### src/wcmp_pkg.sv
// Shared types, constants and command/status groups for the weighted cluster
// minimum p-value block. No dependencies.
package wcmp_pkg;

    localparam int SUM_WIDTH = 48;
    localparam longint unsigned MAX_ITEMS = 64'd16777216;
    localparam int POS_W = $clog2(MAX_ITEMS);
    localparam int IDX_W = 24;
    localparam int DIVD_W = 32 + SUM_WIDTH;
    localparam int QBITS = 33;
    localparam int HIGH_W = DIVD_W - QBITS;
    localparam logic [31:0] ONE_Q31 = 32'h8000_0000;

    localparam logic STATUS_OK = 1'b0;
    localparam logic STATUS_ORDER = 1'b1;

    typedef struct packed {
        logic [31:0]        p_value;
        logic signed [31:0] cluster_id;
        logic [31:0]        weight;
        logic               end_of_input;
    } item_t;

    typedef struct packed {
        logic [31:0]      adjusted_p;
        logic [IDX_W-1:0] best_index;
        logic             status;
        logic             run_last;
    } result_t;

    typedef enum logic [1:0] {
        MUL_CROSS_A,
        MUL_CROSS_B,
        MUL_T_LO,
        MUL_T_HI
    } mul_sel_t;

    typedef struct packed {
        logic     load;
        logic     mul_en;
        mul_sel_t mul_sel;
        logic     dvd_load;
        logic     dvd_add_hi;
        logic     div_start;
        logic     update;
        logic     start_cl;
        logic     close;
        logic     set_err;
        logic     clr_state;
        logic     out_load;
        logic     out_err;
        logic     run_last;
    } cmd_t;

    typedef struct packed {
        logic err_seen;
        logic open;
        logic id_lt;
        logic id_eq;
        logic last;
        logic div_done;
        logic out_free;
    } stat_t;

endpackage

### src/wcmp_divider.sv
// Restoring divider, one quotient bit a cycle, saturating to 1.0 in Q1.31.
// Depends on wcmp_pkg.
module wcmp_divider (
    input  logic                      clk,
    input  logic                      rst_n,
    input  logic                      start,
    input  logic [wcmp_pkg::DIVD_W-1:0] dividend,
    input  logic [31:0]               divisor,
    output logic                      done,
    output logic [31:0]               quotient
);
    import wcmp_pkg::*;

    localparam int CNT_W = $clog2(QBITS + 1);

    logic             busy_reg, busy_next;
    logic             done_reg, done_next;
    logic [CNT_W-1:0] count_reg, count_next;
    logic [31:0]      rem_reg, rem_next;
    logic [QBITS-1:0] low_reg, low_next;
    logic [QBITS-1:0] q_reg, q_next;
    logic             sat_reg, sat_next;
    logic [31:0]      div_reg, div_next;

    logic [HIGH_W-1:0] high;
    logic [32:0]       trial;
    logic [32:0]       diff;
    logic              ge;

    assign high  = dividend[DIVD_W-1:QBITS];
    assign trial = {rem_reg, low_reg[QBITS-1]};
    assign diff  = trial - {1'b0, div_reg};
    assign ge    = trial >= {1'b0, div_reg};

    always_comb
    begin
        busy_next  = busy_reg;
        done_next  = 1'b0;
        count_next = count_reg;
        rem_next   = rem_reg;
        low_next   = low_reg;
        q_next     = q_reg;
        sat_next   = sat_reg;
        div_next   = div_reg;
        if (start)
        begin
            busy_next  = 1'b1;
            count_next = CNT_W'(QBITS);
            rem_next   = high[31:0];
            low_next   = dividend[QBITS-1:0];
            q_next     = '0;
            sat_next   = high >= HIGH_W'(divisor);
            div_next   = divisor;
        end
        else if (busy_reg)
        begin
            rem_next   = ge ? diff[31:0] : trial[31:0];
            low_next   = {low_reg[QBITS-2:0], 1'b0};
            q_next     = {q_reg[QBITS-2:0], ge};
            count_next = count_reg - CNT_W'(1);
            if (count_reg == CNT_W'(1))
            begin
                busy_next = 1'b0;
                done_next = 1'b1;
            end
        end
    end

    always_ff @(posedge clk or negedge rst_n)
    begin
        if (!rst_n)
        begin
            busy_reg  <= 1'b0;
            done_reg  <= 1'b0;
            count_reg <= '0;
        end
        else
        begin
            busy_reg  <= busy_next;
            done_reg  <= done_next;
            count_reg <= count_next;
        end
    end

    always_ff @(posedge clk)
    begin
        rem_reg <= rem_next;
        low_reg <= low_next;
        q_reg   <= q_next;
        sat_reg <= sat_next;
        div_reg <= div_next;
    end

    assign done     = done_reg;
    assign quotient = (sat_reg || (q_reg > QBITS'(ONE_Q31))) ? ONE_Q31 : q_reg[31:0];

endmodule

### src/wcmp_datapath.sv
// Datapath: item and cluster registers, shared 32x32 multiplier, dividend
// build-up, divider and result register. Depends on wcmp_pkg, wcmp_divider.
module wcmp_datapath (
    input  logic              clk,
    input  logic              rst_n,
    input  wcmp_pkg::cmd_t    cmd,
    output wcmp_pkg::stat_t   stat,
    input  wcmp_pkg::item_t   item,
    output logic              result_valid,
    input  logic              result_ready,
    output wcmp_pkg::result_t result
);
    import wcmp_pkg::*;

    logic                     open_reg, err_reg, out_valid_reg;
    logic [POS_W-1:0]         pos_reg;
    item_t                    item_reg;
    logic [POS_W-1:0]         item_pos_reg;
    logic signed [31:0]       cur_id_reg;
    logic [31:0]              best_p_reg, best_w_reg;
    logic [POS_W-1:0]         best_pos_reg;
    logic [SUM_WIDTH-1:0]     wt_reg;
    logic [63:0]              prod_reg, cross_reg;
    logic [DIVD_W-1:0]        dvd_reg;
    result_t                  out_reg;

    logic [63:0]              wt_ext;
    logic [31:0]              mul_a, mul_b;
    logic [SUM_WIDTH:0]       sum;
    logic                     less;
    logic                     div_done;
    logic [31:0]              quotient;
    logic [POS_W-1:0]         pos_inc;
    logic [63:0]              item_pos_ext, best_pos_ext;

    assign wt_ext       = 64'(wt_reg);
    assign sum          = {1'b0, wt_reg} + (SUM_WIDTH + 1)'(item_reg.weight);
    assign less         = cross_reg < prod_reg;
    assign pos_inc      = (pos_reg == POS_W'(MAX_ITEMS - 1)) ? '0 : pos_reg + POS_W'(1);
    assign item_pos_ext = 64'(item_pos_reg);
    assign best_pos_ext = 64'(best_pos_reg);

    always_comb
    begin
        case (cmd.mul_sel)
            MUL_CROSS_A:
            begin
                mul_a = item_reg.p_value;
                mul_b = best_w_reg;
            end
            MUL_CROSS_B:
            begin
                mul_a = best_p_reg;
                mul_b = item_reg.weight;
            end
            MUL_T_LO:
            begin
                mul_a = best_p_reg;
                mul_b = wt_ext[31:0];
            end
            default:
            begin
                mul_a = best_p_reg;
                mul_b = wt_ext[63:32];
            end
        endcase
    end

    wcmp_divider u_div (
        .clk      (clk),
        .rst_n    (rst_n),
        .start    (cmd.div_start),
        .dividend (dvd_reg),
        .divisor  (best_w_reg),
        .done     (div_done),
        .quotient (quotient)
    );

    always_ff @(posedge clk or negedge rst_n)
    begin
        if (!rst_n)
        begin
            open_reg      <= 1'b0;
            err_reg       <= 1'b0;
            pos_reg       <= '0;
            out_valid_reg <= 1'b0;
        end
        else
        begin
            if (cmd.load)
                pos_reg <= pos_inc;
            if (cmd.start_cl)
                open_reg <= 1'b1;
            if (cmd.close)
                open_reg <= 1'b0;
            if (cmd.set_err)
                err_reg <= 1'b1;
            if (cmd.clr_state)
            begin
                open_reg <= 1'b0;
                err_reg  <= 1'b0;
                pos_reg  <= '0;
            end
            if (cmd.out_load)
                out_valid_reg <= 1'b1;
            else if (result_ready)
                out_valid_reg <= 1'b0;
        end
    end

    always_ff @(posedge clk)
    begin
        if (cmd.load)
        begin
            item_reg     <= item;
            item_pos_reg <= pos_reg;
        end
        if (cmd.mul_en)
        begin
            prod_reg  <= 64'(mul_a) * 64'(mul_b);
            cross_reg <= prod_reg;
        end
        if (cmd.dvd_load)
            dvd_reg <= DIVD_W'(prod_reg);
        if (cmd.dvd_add_hi)
            dvd_reg <= dvd_reg + (DIVD_W'(prod_reg) << 32);
        if (cmd.update)
        begin
            wt_reg <= sum[SUM_WIDTH] ? '1 : sum[SUM_WIDTH-1:0];
            if (less)
            begin
                best_p_reg   <= item_reg.p_value;
                best_w_reg   <= item_reg.weight;
                best_pos_reg <= item_pos_reg;
            end
        end
        if (cmd.start_cl)
        begin
            cur_id_reg   <= item_reg.cluster_id;
            best_p_reg   <= item_reg.p_value;
            best_w_reg   <= item_reg.weight;
            best_pos_reg <= item_pos_reg;
            wt_reg       <= SUM_WIDTH'(item_reg.weight);
        end
        if (cmd.out_load)
        begin
            if (cmd.out_err)
            begin
                out_reg.adjusted_p <= '0;
                out_reg.best_index <= item_pos_ext[IDX_W-1:0];
                out_reg.status     <= STATUS_ORDER;
            end
            else
            begin
                out_reg.adjusted_p <= quotient;
                out_reg.best_index <= best_pos_ext[IDX_W-1:0];
                out_reg.status     <= STATUS_OK;
            end
            out_reg.run_last <= cmd.run_last;
        end
    end

    assign stat.err_seen = err_reg;
    assign stat.open     = open_reg;
    assign stat.id_lt    = item_reg.cluster_id < cur_id_reg;
    assign stat.id_eq    = item_reg.cluster_id == cur_id_reg;
    assign stat.last     = item_reg.end_of_input;
    assign stat.div_done = div_done;
    assign stat.out_free = !out_valid_reg || result_ready;

    assign result_valid = out_valid_reg;
    assign result       = out_reg;

endmodule

### src/wcmp_controller.sv
// Sequencer for item intake, best-item update and cluster result generation.
// Depends on wcmp_pkg.
module wcmp_controller (
    input  logic            clk,
    input  logic            rst_n,
    input  logic            item_valid,
    output logic            item_ready,
    input  wcmp_pkg::stat_t stat,
    output wcmp_pkg::cmd_t  cmd
);
    import wcmp_pkg::*;

    typedef enum logic [3:0] {
        S_IDLE,
        S_CHECK,
        S_MUL_A,
        S_MUL_B,
        S_UPDATE,
        S_ADJ_LO,
        S_ADJ_HI,
        S_ADJ_SUM,
        S_DIV_GO,
        S_DIV_WAIT,
        S_EMIT,
        S_ERR
    } state_t;

    state_t state_reg, state_next;
    logic   final_reg, final_next;

    always_comb
    begin
        cmd         = '0;
        cmd.mul_sel = MUL_CROSS_A;
        state_next  = state_reg;
        final_next  = final_reg;
        unique case (state_reg)
            S_IDLE:
            begin
                if (item_valid)
                begin
                    cmd.load   = 1'b1;
                    state_next = S_CHECK;
                end
            end
            S_CHECK:
            begin
                if (stat.err_seen)
                begin
                    cmd.clr_state = stat.last;
                    state_next    = S_IDLE;
                end
                else if (stat.open && stat.id_lt)
                    state_next = S_ERR;
                else if (stat.open && stat.id_eq)
                    state_next = S_MUL_A;
                else if (stat.open)
                begin
                    final_next = 1'b0;
                    state_next = S_ADJ_LO;
                end
                else
                begin
                    cmd.start_cl = 1'b1;
                    final_next   = 1'b1;
                    state_next   = stat.last ? S_ADJ_LO : S_IDLE;
                end
            end
            S_MUL_A:
            begin
                cmd.mul_en  = 1'b1;
                cmd.mul_sel = MUL_CROSS_A;
                state_next  = S_MUL_B;
            end
            S_MUL_B:
            begin
                cmd.mul_en  = 1'b1;
                cmd.mul_sel = MUL_CROSS_B;
                state_next  = S_UPDATE;
            end
            S_UPDATE:
            begin
                cmd.update = 1'b1;
                final_next = 1'b1;
                state_next = stat.last ? S_ADJ_LO : S_IDLE;
            end
            S_ADJ_LO:
            begin
                cmd.mul_en  = 1'b1;
                cmd.mul_sel = MUL_T_LO;
                state_next  = S_ADJ_HI;
            end
            S_ADJ_HI:
            begin
                cmd.mul_en   = 1'b1;
                cmd.mul_sel  = MUL_T_HI;
                cmd.dvd_load = 1'b1;
                state_next   = S_ADJ_SUM;
            end
            S_ADJ_SUM:
            begin
                cmd.dvd_add_hi = 1'b1;
                state_next     = S_DIV_GO;
            end
            S_DIV_GO:
            begin
                cmd.div_start = 1'b1;
                state_next    = S_DIV_WAIT;
            end
            S_DIV_WAIT:
            begin
                if (stat.div_done)
                    state_next = S_EMIT;
            end
            S_EMIT:
            begin
                if (stat.out_free)
                begin
                    cmd.out_load = 1'b1;
                    cmd.run_last = final_reg || !stat.last;
                    if (final_reg)
                    begin
                        cmd.clr_state = 1'b1;
                        state_next    = S_IDLE;
                    end
                    else
                    begin
                        cmd.start_cl = 1'b1;
                        final_next   = 1'b1;
                        state_next   = stat.last ? S_ADJ_LO : S_IDLE;
                    end
                end
            end
            S_ERR:
            begin
                if (stat.out_free)
                begin
                    cmd.out_load  = 1'b1;
                    cmd.out_err   = 1'b1;
                    cmd.run_last  = 1'b1;
                    cmd.close     = !stat.last;
                    cmd.clr_state = stat.last;
                    cmd.set_err   = !stat.last;
                    state_next    = S_IDLE;
                end
            end
            default:
                state_next = S_IDLE;
        endcase
    end

    always_ff @(posedge clk or negedge rst_n)
    begin
        if (!rst_n)
        begin
            state_reg <= S_IDLE;
            final_reg <= 1'b0;
        end
        else
        begin
            state_reg <= state_next;
            final_reg <= final_next;
        end
    end

    assign item_ready = (state_reg == S_IDLE);

endmodule

### src/weighted_cluster_min_pvalue.sv
// Top level of the weighted cluster minimum p-value block: controller plus
// datapath. Depends on wcmp_pkg, wcmp_controller, wcmp_datapath.
//
//   channel  handshake                  payload
//   -------  -------------------------  -----------------------------
//   item     item_valid / item_ready    item   (wcmp_pkg::item_t)
//   result   result_valid / result_ready result (wcmp_pkg::result_t)
//
// An item that stays in its cluster makes two passes through the shared
// 32x32 multiplier. A cluster result goes through ADJ_LO, ADJ_HI, ADJ_SUM and
// DIV_GO to form the 80-bit product and start the divider, then the bit-serial
// divider, then the output register load, plus any wait for it to free.
// An item closing one cluster and ending the stream makes two.
// Reset is asynchronous and active low; the block is ready straight after.
// A result waits in the output register; a stalled result channel holds back
// the next result and, while that result waits, intake of the next item.
module weighted_cluster_min_pvalue (
    input  logic              clk,
    input  logic              rst_n,
    input  logic              item_valid,
    output logic              item_ready,
    input  wcmp_pkg::item_t   item,
    output logic              result_valid,
    input  logic              result_ready,
    output wcmp_pkg::result_t result
);
    import wcmp_pkg::*;

    cmd_t  cmd;
    stat_t stat;

    wcmp_controller u_ctrl (
        .clk        (clk),
        .rst_n      (rst_n),
        .item_valid (item_valid),
        .item_ready (item_ready),
        .stat       (stat),
        .cmd        (cmd)
    );

    wcmp_datapath u_dp (
        .clk          (clk),
        .rst_n        (rst_n),
        .cmd          (cmd),
        .stat         (stat),
        .item         (item),
        .result_valid (result_valid),
        .result_ready (result_ready),
        .result       (result)
    );

endmodule

### config.mk
export PLATFORM = sky130hd
export DESIGN_NAME = weighted_cluster_min_pvalue
export DESIGN_NICKNAME = d
export VERILOG_FILES = /design/src/wcmp_pkg.sv /design/src/wcmp_divider.sv /design/src/wcmp_datapath.sv /design/src/wcmp_controller.sv /design/src/weighted_cluster_min_pvalue.sv
export SDC_FILE = /design/constraint.sdc
export NUM_CORES = 2
export LEC_CHECK = 0
export BUFFER_PORTS_ARGS = -buffer_cell sky130_fd_sc_hd__buf_2
export CORE_ASPECT_RATIO = 1.2
export CORE_UTILIZATION = 50
export CTS_CLUSTER_DIAMETER = 30
export DETAILED_ROUTE_END_ITERATION = 16
export PLACE_DENSITY = 0.76
export SLEW_MARGIN = 20
export SYNTH_ARGS = -nofsm -noshare
export SYNTH_HDL_FRONTEND = slang
export SYNTH_SLANG_ARGS = --single-unit
### constraint.sdc
create_clock -name clk -period 11.55 [get_ports clk]
set_input_delay 1.7325 -clock clk [delete_from_list [all_inputs] [get_ports clk]]
set_output_delay 1.7325 -clock clk [all_outputs]
set_load 0.02 [all_outputs]
[Word-level counts from Yosys, hierarchy flattened]
Cells that the tools add are included.
Storage, ports and cells
  bits in registers: 726
  input bits: 101
  word-level logic and storage cells: 170
Cells by class
  add/subtract/negate cells: 5
  multiply operators: 1
  $lt $le $gt $ge: 5
  equality and inequality tests: 23
  mux-type cells: 81
  reductions and logical operators: 22
Operator list (number)
  two-way mux 32 bit: 13
  two-way mux 80 bit: 2
  two-way mux 24 bit: 6
  one-hot mux 32 bit (3 select lines): 1
  adder 80 bit: 1
  two-way mux 33 bit: 2
  < comparator 64 bit: 1
  multiplier 32 x 32 -> 64 bit: 1
  adder 48 x 32 -> 49 bit: 1
  two-way mux 48 bit: 1
  one-hot mux 4 bit (12 select lines): 1
  >= comparator 47 x 32 -> 1 bit: 1
  two-way mux 4 bit: 9
  >= comparator 33 x 32 -> 1 bit: 1
  > comparator 33 x 32 -> 1 bit, second input constant: 1
  two-way mux 1 bit: 33
  equality test 32 bit: 1
  < comparator 32 bit: 1
  subtractor 32 bit: 1
  two-way mux 25 bit: 1
  adder 24 x 1 -> 24 bit, second input constant: 1
  equality test 24 bit, second input constant: 1
  two-way mux 6 bit: 3
  equality test 4 x 3 -> 1 bit, second input constant: 4
  other kinds (25): 49

[Logic depth before layout (Yosys ltp)]
  word-level depth: 9
  depth in mapped cells: 39
  mapped depth without buffers: 34

[By module]
From an unflattened synthesis, not the netlist that was laid out.
Second synthesis, totals
  cells, all modules: 6830
  area, all modules: 69090.0 um2
By module, submodules not included
  wcmp_datapath: times used 1, cells an instance 5906, area an instance 59861.2 um2, seq. area each 17181.5 um2
  wcmp_divider: times used 1, cells an instance 835, area an instance 8503.2 um2, seq. area each 3803.6 um2
  wcmp_controller: times used 1, cells an instance 89, area an instance 725.7 um2, seq. area each 125.1 um2

[Least setup slack after synthesis]
Ideal clock, no wire load.
  path kind: register to register
  start: reg u_ctrl.state_reg[3]
  end: reg u_dp.prod_reg[52] (data pin)
  arrival time: 10.752 ns
  data required time: 11.285 ns
  slack: 0.533 ns
  stages on the path, launching flop included: 38
  buffers on the path: 5
  clock period less this slack: 11.017 ns
  path through: dfrtp_1 -> nor2b_1 -> and2_1 -> nand2b_1 -> buf_2 -> inv_1 -> nor3_1 -> clkbuf_1 -> buf_2 -> mux2i_1 -> clkbuf_1 -> nor2_1 -> fa_1 -> inv_1 -> fa_1 -> inv_1 -> fa_1 -> inv_1 -> [2 not listed] -> fa_1 -> fa_1 -> fa_1 -> inv_1 -> fa_1 -> inv_1 -> ha_1 -> clkbuf_1 -> a21oi_1 -> o21ai_0 -> a21oi_1 -> o41ai_1 -> o21ai_0 -> o31a_1 -> o31ai_1 -> a21boi_0 -> o21bai_1 -> xor2_1
Between the ends
  cells in the longest elaborated chain, start to end: 5
  elaborated cells on any way between the ends: 11
  those cells by class: mul: 1; eq/ne: 6; mux: 3; reduce/logical: 1
RTL lines
  start, declared: RTL line wcmp_controller.sv:28  | state_t state_reg, state_next;
  start signal, assigned: RTL line wcmp_controller.sv:161  | state_reg <= state_next;
  equality test 4 x 3 -> 1 bit / equality test 4 x 2 -> 1 bit (equally long branches): RTL line wcmp_controller.sv:37  | unique case (state_reg)
  one-hot mux 3 bit (4 select lines) *: RTL line wcmp_controller.sv:37
  equality test 2 bit, or another cell as far along: RTL line wcmp_datapath.sv:45  | case (cmd.mul_sel)
  one-hot mux 32 bit (3 select lines) / two-way mux 32 bit (equally long branches): RTL line wcmp_datapath.sv:45
  multiplier 32 x 32 -> 64 bit *: RTL line wcmp_datapath.sv:120  | prod_reg <= 64'(mul_a) * 64'(mul_b);
  end signal, assigned: RTL line wcmp_datapath.sv:120
  end, declared: RTL line wcmp_datapath.sv:23  | logic [63:0] prod_reg, cross_reg;
Mark *: on every way between the ends. The rest lies on a longest branch, timed or not.
A chain may end at the register's enable or synchronous reset.

[Worst setup path after layout]
Same ends and word-level chain as after synthesis.

==> flow_summary.yaml <==
outcome:
  status: "completed"
worst_setup_path:
  worstPathMaxFanout: 44
  crit_slowest_cell: "mux2i_2"
  endpoint_kind: "register"
  cpPeakStageDelay_ps: 830
  crit_top_cell: "fa_1"
  crit_path_start: "u_ctrl.state_reg[3]$_DFFE_PN0P_"
  regToRegStartpoint: "u_ctrl.state_reg[3]$_DFFE_PN0P_"
  startpoint_type: "register"
  critical_path_class: "register to register"
  crit_required_ps: 12070
  cp.arrival_ps: 11370
synth:
  yosys-top-cells-area: "edfxtp_1, fa_1, ha_1"
  synthFlopType: "edfxtp_1"
  synth_area_sq_mm: 0.06800
  ys_types: 87
  synth.avg_cell_area_sq_um: 10.09
  async_reset_ff_frac: 0.05510
  yosysWarnings: 0
  yosysTopAreaCell: "edfxtp_1"
  yosysSeqAreaShare: 0.3105
  synthCells: 6742
  syn_nets: 8246
  synth_seq_cells: 726
  yosysTopAreaCellShare: 0.2813
  synth_edf_count: 637
grt:
  gr-usage-all-layers: 0.3074
  antenna_found_initial: 5
  grt_pass1_vias: 53520
  grt-ovfl-total: 0
  grt_pass1_wl_um: 316700
  grt_max_degree: 73
routing:
  wl_per_cell_um: 23.57
  via_per_inst: 5.801
  drt-total-wl_um: 207700
  first_iter_violations: 4526
  dr.pass1.iters: 6
  postRouteAntennaNets: 0
  drc: 0
  route.vias.total: 51100
place:
  gp_congestion: 0.9939
  io_buffers: 160
  hpwl_um: 162200
worst_hold_path:
  hp-start: "u_dp.item_reg[35]$_DFFE_PP_"
  min_path_type: "register to register"
timing:
  skew_ps: 75.53
  fin_tns_setup_ps: 0
  max_slew_margin: 0.1992
  period_needed_ps: 10850
  worst_slew_pin_slew_ps: 1201
  finalSetupViolCount: 0
  max_freq_ghz: 0.09217
  finalMaxSlewViolations: 0
  fin_crit_sh: 0.9393
  hold_viol: 0
  grt_setup_unrepaired: "no"
cells_and_area:
  drive_above_1_share: 0.09577
  syn_to_final_growth_pct: 12.17
  fillers: 11220
  fin_nets: 8396
  final_common_cell: "inv_1"
  largest_reg_flops: 96
  final_cell_mix: "inv_1, fa_1, nor2_1, nand2_1, edfxtp_1"
job:
  maxCapViolCount: 0
floorplan:
  initial_core_util: 0.5057
  die_y_um: 406.0
  die_x_um: 338.6
  dieArea_sq_mm: 0.1375
  io_pins: 161
  num_rows: 147
  core_area_sq_mm: 0.1345
cts:
  hold_buffers: 0
  clockBufferDepth: 3
  numClockSinks: 726
  cts.reportedPaths.clkPinSlew_ps: 60
  clock_latency_ps: 800
  numCtsBuffers: 147
  cts_max_level: 4
  cts_tree: "done"
  postCtsSetupBuffers: 0
  ctsRootBufferMaster: "clkbuf_16"
  ctsResizeCount: 0
## worst paths after layout
kind                                                 end  slack (ps)  cells after the start
setup / recovery             u_dp.prod_reg[52]$_DFFE_PP_         700                     32
hold / removal              u_dp.cur_id_reg[2]$_DFFE_PP_         430                      0
setup reg to reg             u_dp.prod_reg[52]$_DFFE_PP_         700                     32
hold reg to reg             u_dp.cur_id_reg[2]$_DFFE_PP_         430                      0
max in group asynchronous  u_dp.u_div.busy_reg$_DFF_PN0_        9800                      1
min in group asynchronous    u_dp.pos_reg[1]$_DFFE_PN0P_        1080                      1
## layer usage
metal,part of all wire,GRT usage,vias to the layer above,routed length [um]
li1,-,-,22280,-
met1,0.36,0.3667,25450,75740
met2,0.46,0.5016,2623,96520
met3,0.090,0.06213,751,18700
met4,0.080,0.2146,0,16700
met5,0,0,-,0
## synth_stat cells, types with 12 or more instances
cell type,n
a211oi_1,19
a21o_1,160
a21oi_1,241
a22oi_1,32
a31oi_1,15
and2_1,58
and3_1,21
buf_1,12
buf_2,24
clkbuf_1,245
dfrtp_1,40
dfxtp_1,49
edfxtp_1,637
fa_1,899
ha_1,504
inv_1,1097
mux2_2,59
mux2i_1,81
nand2_1,772
nand2b_1,46
nand3_1,84
nand4_1,58
nor2_1,826
nor2b_1,31
nor3_1,58
nor4_1,18
o21a_1,37
o21ai_0,190
o21ai_1,14
o21bai_1,25
o22a_1,33
o31ai_1,12
or3_1,18
xnor2_1,86
xor2_1,78
## cell type report
cell class,instances,area [sq um],share of cell area
timing repair buffer,282,1742,0.02283
sequential,726,21110,0.2768
tap,1788,2237,0.02933
inverter,1097,4120,0.05402
multi-input combinational,4638,41940,0.5498
clock buffer,158,3772,0.04946
antenna,4,10.01,0.0001312
clock inverter,116,1345,0.01763
## stage by stage
step,hold WS (ps),cells,utilization,setup WS [ps],instance area [sq um]
3_5_place_dp,430.8,8531,0.5292,857.9,71150
4_1_cts,417.5,8805,0.5672,808.7,76260
5_1_grt,428.2,8809,0.5673,249.4,76270
2_1_floorplan,420.4,6742,-,532.6,68000
6_report,432.8,8809,0.5673,700.8,76270
3_3_place_gp,427.5,8531,0.5291,995.5,71140
## critical path, delay by kind of cell (launching register included)
family	cells	cell delay, ps
compound gates	8	2210
simple gates	6	1250
buf+inv	7	950
xor+xnor	1	80
flops	1	640
mux	1	830
fa+ha+maj	9	4530
## kinds of logic (layout without fill, tap and decap cells)
family | count (synthesis) | after routing | synth area share
AO/OA/AOI/OAI | 904 | 904 | 0.08691
flip-flops | 726 | 726 | 0.3105
buffers and inverters | 1378 | 1653 | 0.07651
AND/OR/NAND/NOR | 2027 | 2027 | 0.1259
other | 0 | 4 | 0
multiplexers | 140 | 140 | 0.02169
adder cells (fa/ha/maj) | 1403 | 1403 | 0.3574
XOR/XNOR | 164 | 164 | 0.02112
Power is not shown: default switching activity piles up to over one toggle a cycle in this logic, so the estimate is an artifact.
